`config.mk`:
```
export PLATFORM = sky130hd
export DESIGN_NAME = sorted_priority_queue_top
export DESIGN_NICKNAME = d
export VERILOG_FILES = /design/src/rtl/core/spq_pkg.sv /design/src/rtl/core/spq_slots.sv /design/src/rtl/core/sorted_priority_queue_top.sv
export SDC_FILE = /design/constraint.sdc
export NUM_CORES = 1
export LEC_CHECK = 0
export BUFFER_PORTS_ARGS = -buffer_cell sky130_fd_sc_hd__buf_2
export CORE_ASPECT_RATIO = 1.5
export CORE_MARGIN = 1
export CORE_UTILIZATION = 55
export CTS_CLUSTER_DIAMETER = 50
export DETAILED_ROUTE_END_ITERATION = 16
export GPL_ROUTABILITY_DRIVEN = 0
export PLACE_DENSITY_LB_ADDON = 0.25
export SLEW_MARGIN = 40
export SYNTH_ARGS = -nofsm -noshare
export SYNTH_HDL_FRONTEND = slang
export SYNTH_HIERARCHICAL = 1
export SYNTH_SLANG_ARGS = --single-unit
```
`constraint.sdc`:
```
create_clock -name clk -period 3.55 [get_ports clk]
set_input_delay 0.355 -clock clk [delete_from_list [all_inputs] [get_ports clk]]
set_output_delay 0.355 -clock clk [all_outputs]
set_load 0.05 [all_outputs]
```
`src/rtl/core/spq_pkg.sv`:
```
// spq_pkg: shared types and defaults for the sorted priority queue
// no dependencies; used by spq_slots and sorted_priority_queue_top
`timescale 1ns / 1ps

package spq_pkg;

    localparam int DEPTH_DEF      = 16;
    localparam int TAG_WIDTH_DEF  = 16;
    localparam int PRIO_WIDTH_DEF = 8;

    // command carried on the input tuser bit
    typedef enum logic {
        CMD_INSERT = 1'b0,
        CMD_REMOVE = 1'b1
    } cmd_t;

    // operation handed to the slot array
    typedef struct packed {
        logic en;
        cmd_t cmd;
    } op_t;

    // per-item status flags
    typedef struct packed {
        logic overflow;
        logic underflow;
        logic removed_valid;
    } status_t;

endpackage

```
`src/rtl/core/spq_slots.sv`:
```
// spq_slots: sorted slot array with parallel compare and shift, plus fill count
// depends on spq_pkg
`timescale 1ns / 1ps

module spq_slots #(
    parameter int DEPTH      = spq_pkg::DEPTH_DEF,
    parameter int TAG_WIDTH  = spq_pkg::TAG_WIDTH_DEF,
    parameter int PRIO_WIDTH = spq_pkg::PRIO_WIDTH_DEF,
    parameter int CNT_W      = $clog2(DEPTH + 1)
) (
    input  logic                  clk,
    input  logic                  rst_n,
    input  spq_pkg::op_t          op,
    input  logic [TAG_WIDTH-1:0]  tag,
    input  logic [PRIO_WIDTH-1:0] prio,
    output spq_pkg::status_t      status,
    output logic [TAG_WIDTH-1:0]  head_tag,
    output logic [PRIO_WIDTH-1:0] head_prio,
    output logic [CNT_W-1:0]      count_after,
    output logic [CNT_W-1:0]      count
);

    logic [TAG_WIDTH-1:0]  tag_reg  [DEPTH];
    logic [PRIO_WIDTH-1:0] prio_reg [DEPTH];
    logic [TAG_WIDTH-1:0]  tag_next [DEPTH];
    logic [PRIO_WIDTH-1:0] prio_next[DEPTH];
    logic [CNT_W-1:0]      count_reg;
    logic [CNT_W-1:0]      count_next;
    logic [DEPTH-1:0]      after;
    logic                  full;
    logic                  empty;
    logic                  do_ins;
    logic                  do_rem;

    assign full   = (count_reg == CNT_W'(DEPTH));
    assign empty  = (count_reg == '0);
    assign do_ins = op.en && (op.cmd == spq_pkg::CMD_INSERT) && !full;
    assign do_rem = op.en && (op.cmd == spq_pkg::CMD_REMOVE) && !empty;

    // new entry goes behind every occupied slot of equal or lower number
    genvar i;
    generate
        for (i = 0; i < DEPTH; i++) begin : g_slot
            assign after[i] = (CNT_W'(i) < count_reg) && (prio_reg[i] <= prio);

            always_comb
            begin
                tag_next[i]  = tag_reg[i];
                prio_next[i] = prio_reg[i];
                if (do_ins && !after[i])
                begin
                    if (i == 0)
                    begin
                        tag_next[i]  = tag;
                        prio_next[i] = prio;
                    end
                    else if (after[(i == 0) ? 0 : i - 1])
                    begin
                        tag_next[i]  = tag;
                        prio_next[i] = prio;
                    end
                    else
                    begin
                        tag_next[i]  = tag_reg[(i == 0) ? 0 : i - 1];
                        prio_next[i] = prio_reg[(i == 0) ? 0 : i - 1];
                    end
                end
                else if (do_rem && (i < DEPTH - 1))
                begin
                    tag_next[i]  = tag_reg[(i < DEPTH - 1) ? i + 1 : i];
                    prio_next[i] = prio_reg[(i < DEPTH - 1) ? i + 1 : i];
                end
            end

            always_ff @(posedge clk)
            begin
                tag_reg[i]  <= tag_next[i];
                prio_reg[i] <= prio_next[i];
            end
        end
    endgenerate

    always_comb
    begin
        count_next = count_reg;
        if (do_ins)
            count_next = count_reg + CNT_W'(1);
        else if (do_rem)
            count_next = count_reg - CNT_W'(1);
    end

    always_ff @(posedge clk or negedge rst_n)
    begin
        if (!rst_n)
            count_reg <= '0;
        else
            count_reg <= count_next;
    end

    assign status.removed_valid = do_rem;
    assign status.underflow     = op.en && (op.cmd == spq_pkg::CMD_REMOVE) && empty;
    assign status.overflow      = op.en && (op.cmd == spq_pkg::CMD_INSERT) && full;
    assign head_tag    = do_rem ? tag_reg[0]  : '0;
    assign head_prio   = do_rem ? prio_reg[0] : '0;
    assign count_after = count_next;
    assign count       = count_reg;

endmodule

```
`src/rtl/core/sorted_priority_queue_top.sv`:
```
// sorted_priority_queue_top: stream wrapper with input and result registers
// depends on spq_pkg and spq_slots
`timescale 1ns / 1ps

// Bounded priority queue of DEPTH entries kept sorted by ascending priority
// number, head in slot 0. Each input item is an insert (tuser = 0) of a tag
// and priority, or a removal of the head (tuser = 1). An insert lands behind
// every stored entry of equal or lower number, so equal priorities leave in
// arrival order. Every item yields exactly one result item carrying the
// removed head (or zeros), underflow / overflow flags and the fill count after
// the item. An insert into a full queue is dropped and flagged as overflow.
// Throughput is one item per clock while the result channel does not stall:
// every slot compares against the new priority in parallel and shifts by at
// most one place, so the whole update is combinational between the input
// register and the result register. An accepted item is held in the input
// register, and its result in the result register, before the result is offered.
// Storage is one register row per slot; slot contents need no reset since only
// slots below the fill count are ever read.

module sorted_priority_queue_top #(
    parameter int DEPTH      = spq_pkg::DEPTH_DEF,
    parameter int TAG_WIDTH  = spq_pkg::TAG_WIDTH_DEF,
    parameter int PRIO_WIDTH = spq_pkg::PRIO_WIDTH_DEF,
    localparam int CNT_W      = $clog2(DEPTH + 1),
    localparam int IN_DATA_W  = ((TAG_WIDTH + PRIO_WIDTH + 7) / 8) * 8,
    localparam int OUT_DATA_W = ((TAG_WIDTH + PRIO_WIDTH + CNT_W + 7) / 8) * 8
) (
    input  logic                  clk,
    input  logic                  rst_n,
    // input item channel
    input  logic                  s_tvalid,
    output logic                  s_tready,
    input  logic [IN_DATA_W-1:0]  s_tdata,   // job_tag, prio_value, zero pad
    input  logic [0:0]            s_tuser,   // cmd
    // result item channel
    output logic                  m_tvalid,
    input  logic                  m_tready,
    output logic [OUT_DATA_W-1:0] m_tdata,   // removed_tag, removed_prio, entry_count, zero pad
    output logic [2:0]            m_tuser    // removed_valid, underflow, overflow
);

    // input register
    logic                  in_vld_reg;
    spq_pkg::cmd_t         in_cmd_reg;
    logic [TAG_WIDTH-1:0]  in_tag_reg;
    logic [PRIO_WIDTH-1:0] in_prio_reg;

    // result register
    logic                  out_vld_reg;
    logic                  out_vld_next;
    spq_pkg::status_t      out_status_reg;
    logic [TAG_WIDTH-1:0]  out_tag_reg;
    logic [PRIO_WIDTH-1:0] out_prio_reg;
    logic [CNT_W-1:0]      out_count_reg;

    // slot array results
    spq_pkg::op_t          op;
    spq_pkg::status_t      status;
    logic [TAG_WIDTH-1:0]  head_tag;
    logic [PRIO_WIDTH-1:0] head_prio;
    logic [CNT_W-1:0]      count_after;
    logic [CNT_W-1:0]      count;

    logic                  in_acc;
    logic                  advance;

    // the held item moves on whenever the result register is free or draining
    assign advance  = in_vld_reg && (!out_vld_reg || m_tready);
    assign s_tready = !in_vld_reg || advance;
    assign in_acc   = s_tvalid && s_tready;

    always_ff @(posedge clk or negedge rst_n)
    begin
        if (!rst_n)
            in_vld_reg <= 1'b0;
        else if (s_tready)
            in_vld_reg <= s_tvalid;
    end

    // payload needs no reset
    always_ff @(posedge clk)
    begin
        if (in_acc)
        begin
            in_cmd_reg  <= spq_pkg::cmd_t'(s_tuser[0]);
            in_tag_reg  <= s_tdata[TAG_WIDTH-1:0];
            in_prio_reg <= s_tdata[TAG_WIDTH+PRIO_WIDTH-1:TAG_WIDTH];
        end
    end

    assign op.en  = advance;
    assign op.cmd = in_cmd_reg;

    spq_slots #(
        .DEPTH      (DEPTH),
        .TAG_WIDTH  (TAG_WIDTH),
        .PRIO_WIDTH (PRIO_WIDTH),
        .CNT_W      (CNT_W)
    ) u_slots (
        .clk         (clk),
        .rst_n       (rst_n),
        .op          (op),
        .tag         (in_tag_reg),
        .prio        (in_prio_reg),
        .status      (status),
        .head_tag    (head_tag),
        .head_prio   (head_prio),
        .count_after (count_after),
        .count       (count)
    );

    always_comb
    begin
        out_vld_next = out_vld_reg;
        if (advance)
            out_vld_next = 1'b1;
        else if (m_tready)
            out_vld_next = 1'b0;
    end

    always_ff @(posedge clk or negedge rst_n)
    begin
        if (!rst_n)
            out_vld_reg <= 1'b0;
        else
            out_vld_reg <= out_vld_next;
    end

    always_ff @(posedge clk)
    begin
        if (advance)
        begin
            out_status_reg <= status;
            out_tag_reg    <= head_tag;
            out_prio_reg   <= head_prio;
            out_count_reg  <= count_after;
        end
    end

    assign m_tvalid   = out_vld_reg;
    assign m_tdata    = OUT_DATA_W'({out_count_reg, out_prio_reg, out_tag_reg});
    assign m_tuser[0] = out_status_reg.removed_valid;
    assign m_tuser[1] = out_status_reg.underflow;
    assign m_tuser[2] = out_status_reg.overflow;

    // fill count never passes the depth
    a_count_bound: assert property (@(posedge clk) disable iff (!rst_n)
        count <= CNT_W'(DEPTH))
        else $error("fill count above depth");

    // an overflow result only ever reports a full queue
    a_overflow_full: assert property (@(posedge clk) disable iff (!rst_n)
        (m_tvalid && out_status_reg.overflow) |-> (out_count_reg == CNT_W'(DEPTH)))
        else $error("overflow reported with room left");

    // an accepted insert into a non-full queue grows the count by one
    a_insert_grows: assert property (@(posedge clk) disable iff (!rst_n)
        (advance && (in_cmd_reg == spq_pkg::CMD_INSERT) && (count != CNT_W'(DEPTH)))
        |=> (count == $past(count) + CNT_W'(1)))
        else $error("insert did not grow the queue");

    // a result never carries more than one flag
    a_flags_excl: assert property (@(posedge clk) disable iff (!rst_n)
        m_tvalid |-> $onehot0(m_tuser))
        else $error("conflicting result flags");

endmodule
```
[Yosys cells after proc, flatten, opt, wreduce, memory -nomap -nowiden]
Memories as Yosys holds them, arrays and structs flattened.
Index checks and enable logic that the tools add are counted.
Storage, ports and cells
  register bits after elaboration: 64
  latch bits: 0
  memory bits (writable): 384
  bits in read-only memories: 0
  bits of input ports: 29
  output and inout port bits: 37
  logic and storage cells: 210
  memories kept: 2
Memory list
  u_slots.tag_reg: words 16, bits a word 16, read ports 16, clocked after memory_dff 0, wr ports 16, line spq_slots.sv:23  | logic [TAG_WIDTH-1:0] tag_reg [DEPTH];
  u_slots.prio_reg: words 16, bits a word 8, read ports 16, clocked after memory_dff 0, wr ports 16, line spq_slots.sv:24  | logic [PRIO_WIDTH-1:0] prio_reg [DEPTH];
Operators by class
  $add $sub $neg: 2
  $mul: 0
  div/mod/pow operators: 0
  $lt $le $gt $ge: 32
  equality and inequality tests: 1
  shift-type cells: 0
  multiplexer cells: 96
  bitwise logic cells: 1
  reduce and logical (&&, ||, !) cells: 64
Operators with widths (count)
  16-bit two-way mux: 46
  8-bit two-way mux: 46
  8-bit less-or-equal comparator: 16
  1-bit logical AND: 40
  4-bit by 5-bit < comparator with 1-bit output, first input constant: 8
  1-bit zero test: 20
  3-bit by 5-bit < comparator with 1-bit output, first input constant: 4
  1-bit by 5-bit < comparator with 1-bit output, first input constant: 2
  2-bit by 5-bit < comparator with 1-bit output, first input constant: 2
  5-bit two-way mux: 2
  5-bit by 1-bit adder with 5-bit output, second input constant: 1
  5-bit == test, second input constant: 1
  5-bit zero test: 1
  5-bit by 1-bit subtractor with 5-bit output, second input constant: 1
  1-bit logical OR: 2
  1-bit two-way mux: 2
  2-bit nonzero test: 1
  1-bit NOT: 1

[Longest topological paths before layout]
  word-level depth: 7
  depth in mapped cells: 11
  mapped depth without buffers: 8

[By module]
Netlist, hierarchy kept.
Modules (own cells, without submodules)
  spq_slots: times used 1, cells each 2032, area an instance 22828.1 um^2, seq. area each 11656.2 um^2
  sorted_priority_queue_top: times used 1, cells each 69, area an instance 1841.8 um^2, seq. area each 1761.7 um^2

[Worst setup path after synthesis]
Ideal clock, no wire load.
  kind: register to register
  start: register m_tvalid (netlist name)
  end: memory u_slots/prio_reg[1][56] (netlist bit), enable pin
  setup time: 0.414 ns
  data arrival time: 3.785 ns
  required time: 3.136 ns
  path slack: -0.649 ns
  cell stages (with the launch flop): 8
  path buffers: 1
  period minus slack after synthesis: 4.199 ns
  cells stage by stage: dfrtp_1 > nand2b_1 > and2_1 > inv_1 > a311oi_2 > buf_2 > o21ai_0 > o22ai_1
RTL lines (line)
  to (decl): spq_slots.sv:24

==> results.md <==
- Status: completed
- Slowest cell on the critical path: edfxtp_1
- CTS Buf Count: 45
- Final setup margin: 0.3647 ns
- PwrDens: roughly 750 mW/mm^2
- CORE AREA: between 0.04 and 0.05 sq mm
- Mapped Avg Cell Area: roughly 12 sq um
- Worst skew pair latency: 0.58 ns
- Met2 usage: 0.4375
- Num ports: 66
- TritonRoute pass-1 iters: 5
- # clock sinks: 448
- Placed Instances: roughly 2,700
- N_diodes: 0
- Fillers: 3,458
- Routed Antenna Nets: 0
- EDFF count, synth: roughly 440
- Vias in the first global route: 16,550
- Pleak: 11.14 nW
- Asr flop ratio synth: 0.01563
- Largest cells by area after synthesis: edfxtp_1 54%, mux2i_1 13%, ha_1 6.7%
- CTS tree: done
- Clock slew at reported path FFs: ~0.060 ns
- Die area: roughly 0.046 sq mm
- CP Class: register to register
- Htree depth: 2
- Final Max Tran Viols: 0
- Leading area contributor after synthesis: edfxtp_1
- Most common cell in the netlist: edfxtp_1
- Synth top area share: 0.5368
- Die Span Y: around 260 um
- Final number of hold-violating endpoints: 0
- HPWL Detailed: just over 40 mm
- Vias: around 17,000
- Total grt overflow: 0
- HP Class: input port to register
- Starting Density: 0.5593
- Yosys reg bits: approximately 450
- Max VDD drop: about 0.46 mV
- Met1 usage: 0.2849
- Setup-failing EPs final: 0
- Post-synth top cells: 441 x edfxtp_1, 312 x mux2i_1, 228 x o21ai_0
- Largest register FFs: 256
- Port buffer count: 62
- Setup slack at placement: between 0.3 and 0.4 ns
- Root Driver: clkbuf_16
- Sequential Area: roughly 0.013 sq mm
- Drc violations: 0
- GR Util met3: 0.03005
- Req. time, crit path: approximately 3.9 ns
- Iter 0 DRT Violations: between 1,000 and 1,500
- CP max FO: 24
- Relative slew slack: 0.4646
- GRT Max-Usage Layer: met2
- Crit end category: register
- Max clock buf depth: 3
- Layout overhead on the synthesized area: 11.92%
- Main synth FF type: edfxtp_1
- RSZ-0062 raised after global routing: false
- Final non-filler cell total: 2,784
- First-pass GRT wire length: 87.33 mm
- All-Layer GR Usage: 0.2392
- Critical Path Source Type: register
- Post-Synthesis Cell Area: between 0.02 and 0.025 sq mm
- Pwr Total: 20.65 mW
- Post-DR vias/cell: 5.937
- Largest net degree at the start of global routing: 50
- Die width: approximately 170 um
- Row cnt: between 90 and 100
- Placed Area: about 0.026 sq mm
- Setup TNS: 0 ns
- Multi-input logic area: 0.01064 sq mm
- Total Routed Length: roughly 55 mm
- Number of distinct library cells after synthesis: 53
- Routed wire per std cell: a little under 20 um
- Final Skew: 0.01832 ns
- Crit share post-route: 0.8973
- Minimum clock period: 3.185 ns
- Worst Max-Slew Pin Slew: about 0.80 ns
- Ordered cell list for the critical path: buf_4, ha_1, nand4_1, o21ai_0, nand2_2, mux2i_1, a21oi_1
- Max-Cap Viols: 0
- CP max stage delay: roughly 0.7 ns
- Sequential area share after synthesis: 0.5439
- Final net count: between 2,000 and 2,500
- Setup Buffers After CTS: 0
- Final instance area: approximately 0.028 sq mm
- Cell count after synthesis: 2,101
- Fmax: roughly 310 MHz
- Arr. time, crit path: about 3.5 ns
- Antenna violations before repair: 0
- Layout cells sized above 1: 0.1431
- Synth warn: 6
-- final timing paths --
path	from	endpoint	slack [ns]	depth (start not counted)
worst min-delay path	m_tready	in_vld_reg$_DFFE_PN0P_	0.08	3
min in group asynchronous	rst_n	u_slots/count[0]$_DFF_PN0_	0.17	2
worst max register to register	in_prio_reg[0]$_DFFE_PP_	u_slots/prio_reg[1][39]$_DFFE_PP_	0.36	7
worst max-delay path	in_prio_reg[0]$_DFFE_PP_	u_slots/prio_reg[1][39]$_DFFE_PP_	0.36	7
worst min register to register	u_slots/tag_reg[1][127]$_DFFE_PP_	u_slots/tag_reg[1][111]$_DFFE_PP_	0.54	1
max in group asynchronous	rst_n	in_vld_reg$_DFFE_PN0P_	3.21	2
-- worst max-delay path, delay by kind of cell, from the launching register on --
kind	cells	cell delay [ns]
AND/OR/NAND/NOR	2	0.73
flip-flops	1	0.68
AO/OA/AOI/OAI	2	0.59
multiplexers	1	0.34
buffers and inverters	1	0.30
adder cells (fa/ha/maj)	1	0.28
-- cell families after synthesis --
family / share of synthesized area
AO/OA/AOI/OAI: 0.1056
XOR/XNOR: 0.001420
multiplexers: 0.1663
buffers and inverters: 0.03099
adder cells (fa/ha/maj): 0.06695
flip-flops: 0.5439
AND/OR/NAND/NOR: 0.08465
other: 0.0001520
-- cell type report --
cell class,instances,share of cell area
timing repair buffer,161,0.04332
multi-input combinational,1487,0.3854
clock buffer,49,0.04210
tap,576,0.02610
sequential,448,0.4860
inverter,28,0.003806
clock inverter,35,0.01337
-- metal layers --
layer,part of all wire,vias to the layer above
li1,-,7967
met1,0.41,7963
met2,0.52,468
met3,0.042,130
met4,0.031,0
met5,0,-
-- per-stage QoR --
stage,util,hold WS [ns]
6_report,0.6260,0.08411
4_1_cts,0.6260,0.06486
3_3_place_gp,0.5851,0.1978
3_5_place_dp,0.5852,0.2069
5_1_grt,0.6260,0.09078
2_1_floorplan,-,0.05941
-- report_power, final --
group / internal [mW] / switching (mW) / total (mW)
registers: 7.58 / 0.792 / 8.38
logic: 3.08 / 4.23 / 7.31
clock network: 2.89 / 2.08 / 4.96
-- cell usage in the layout, fill, tap and decap left out, types with 7 or more instances in the layout --
cell / instances
a21oi_1: 176
and2_1: 23
buf_2: 62
buf_4: 66
bufinv_16: 7
clkbuf_16: 46
clkinv_1: 14
clkinv_2: 9
dfrtp_1: 7
dlygate4sd3_1: 27
edfxtp_1: 441
ha_1: 132
inv_1: 28
mux2_2: 83
mux2i_1: 312
nand2_1: 205
nand2b_1: 16
nand3_1: 8
nand4_1: 30
nor2_1: 134
nor2b_1: 21
o211ai_1: 15
o21a_1: 8
o21ai_0: 227
o21ai_1: 12
-- what timing repair did --
action,4_1_cts,5_1_grt
hold buffers,27,0
hold endpoints to repair,33,0
gates resized for setup,0,0
Power figures use the tool's default switching activity.
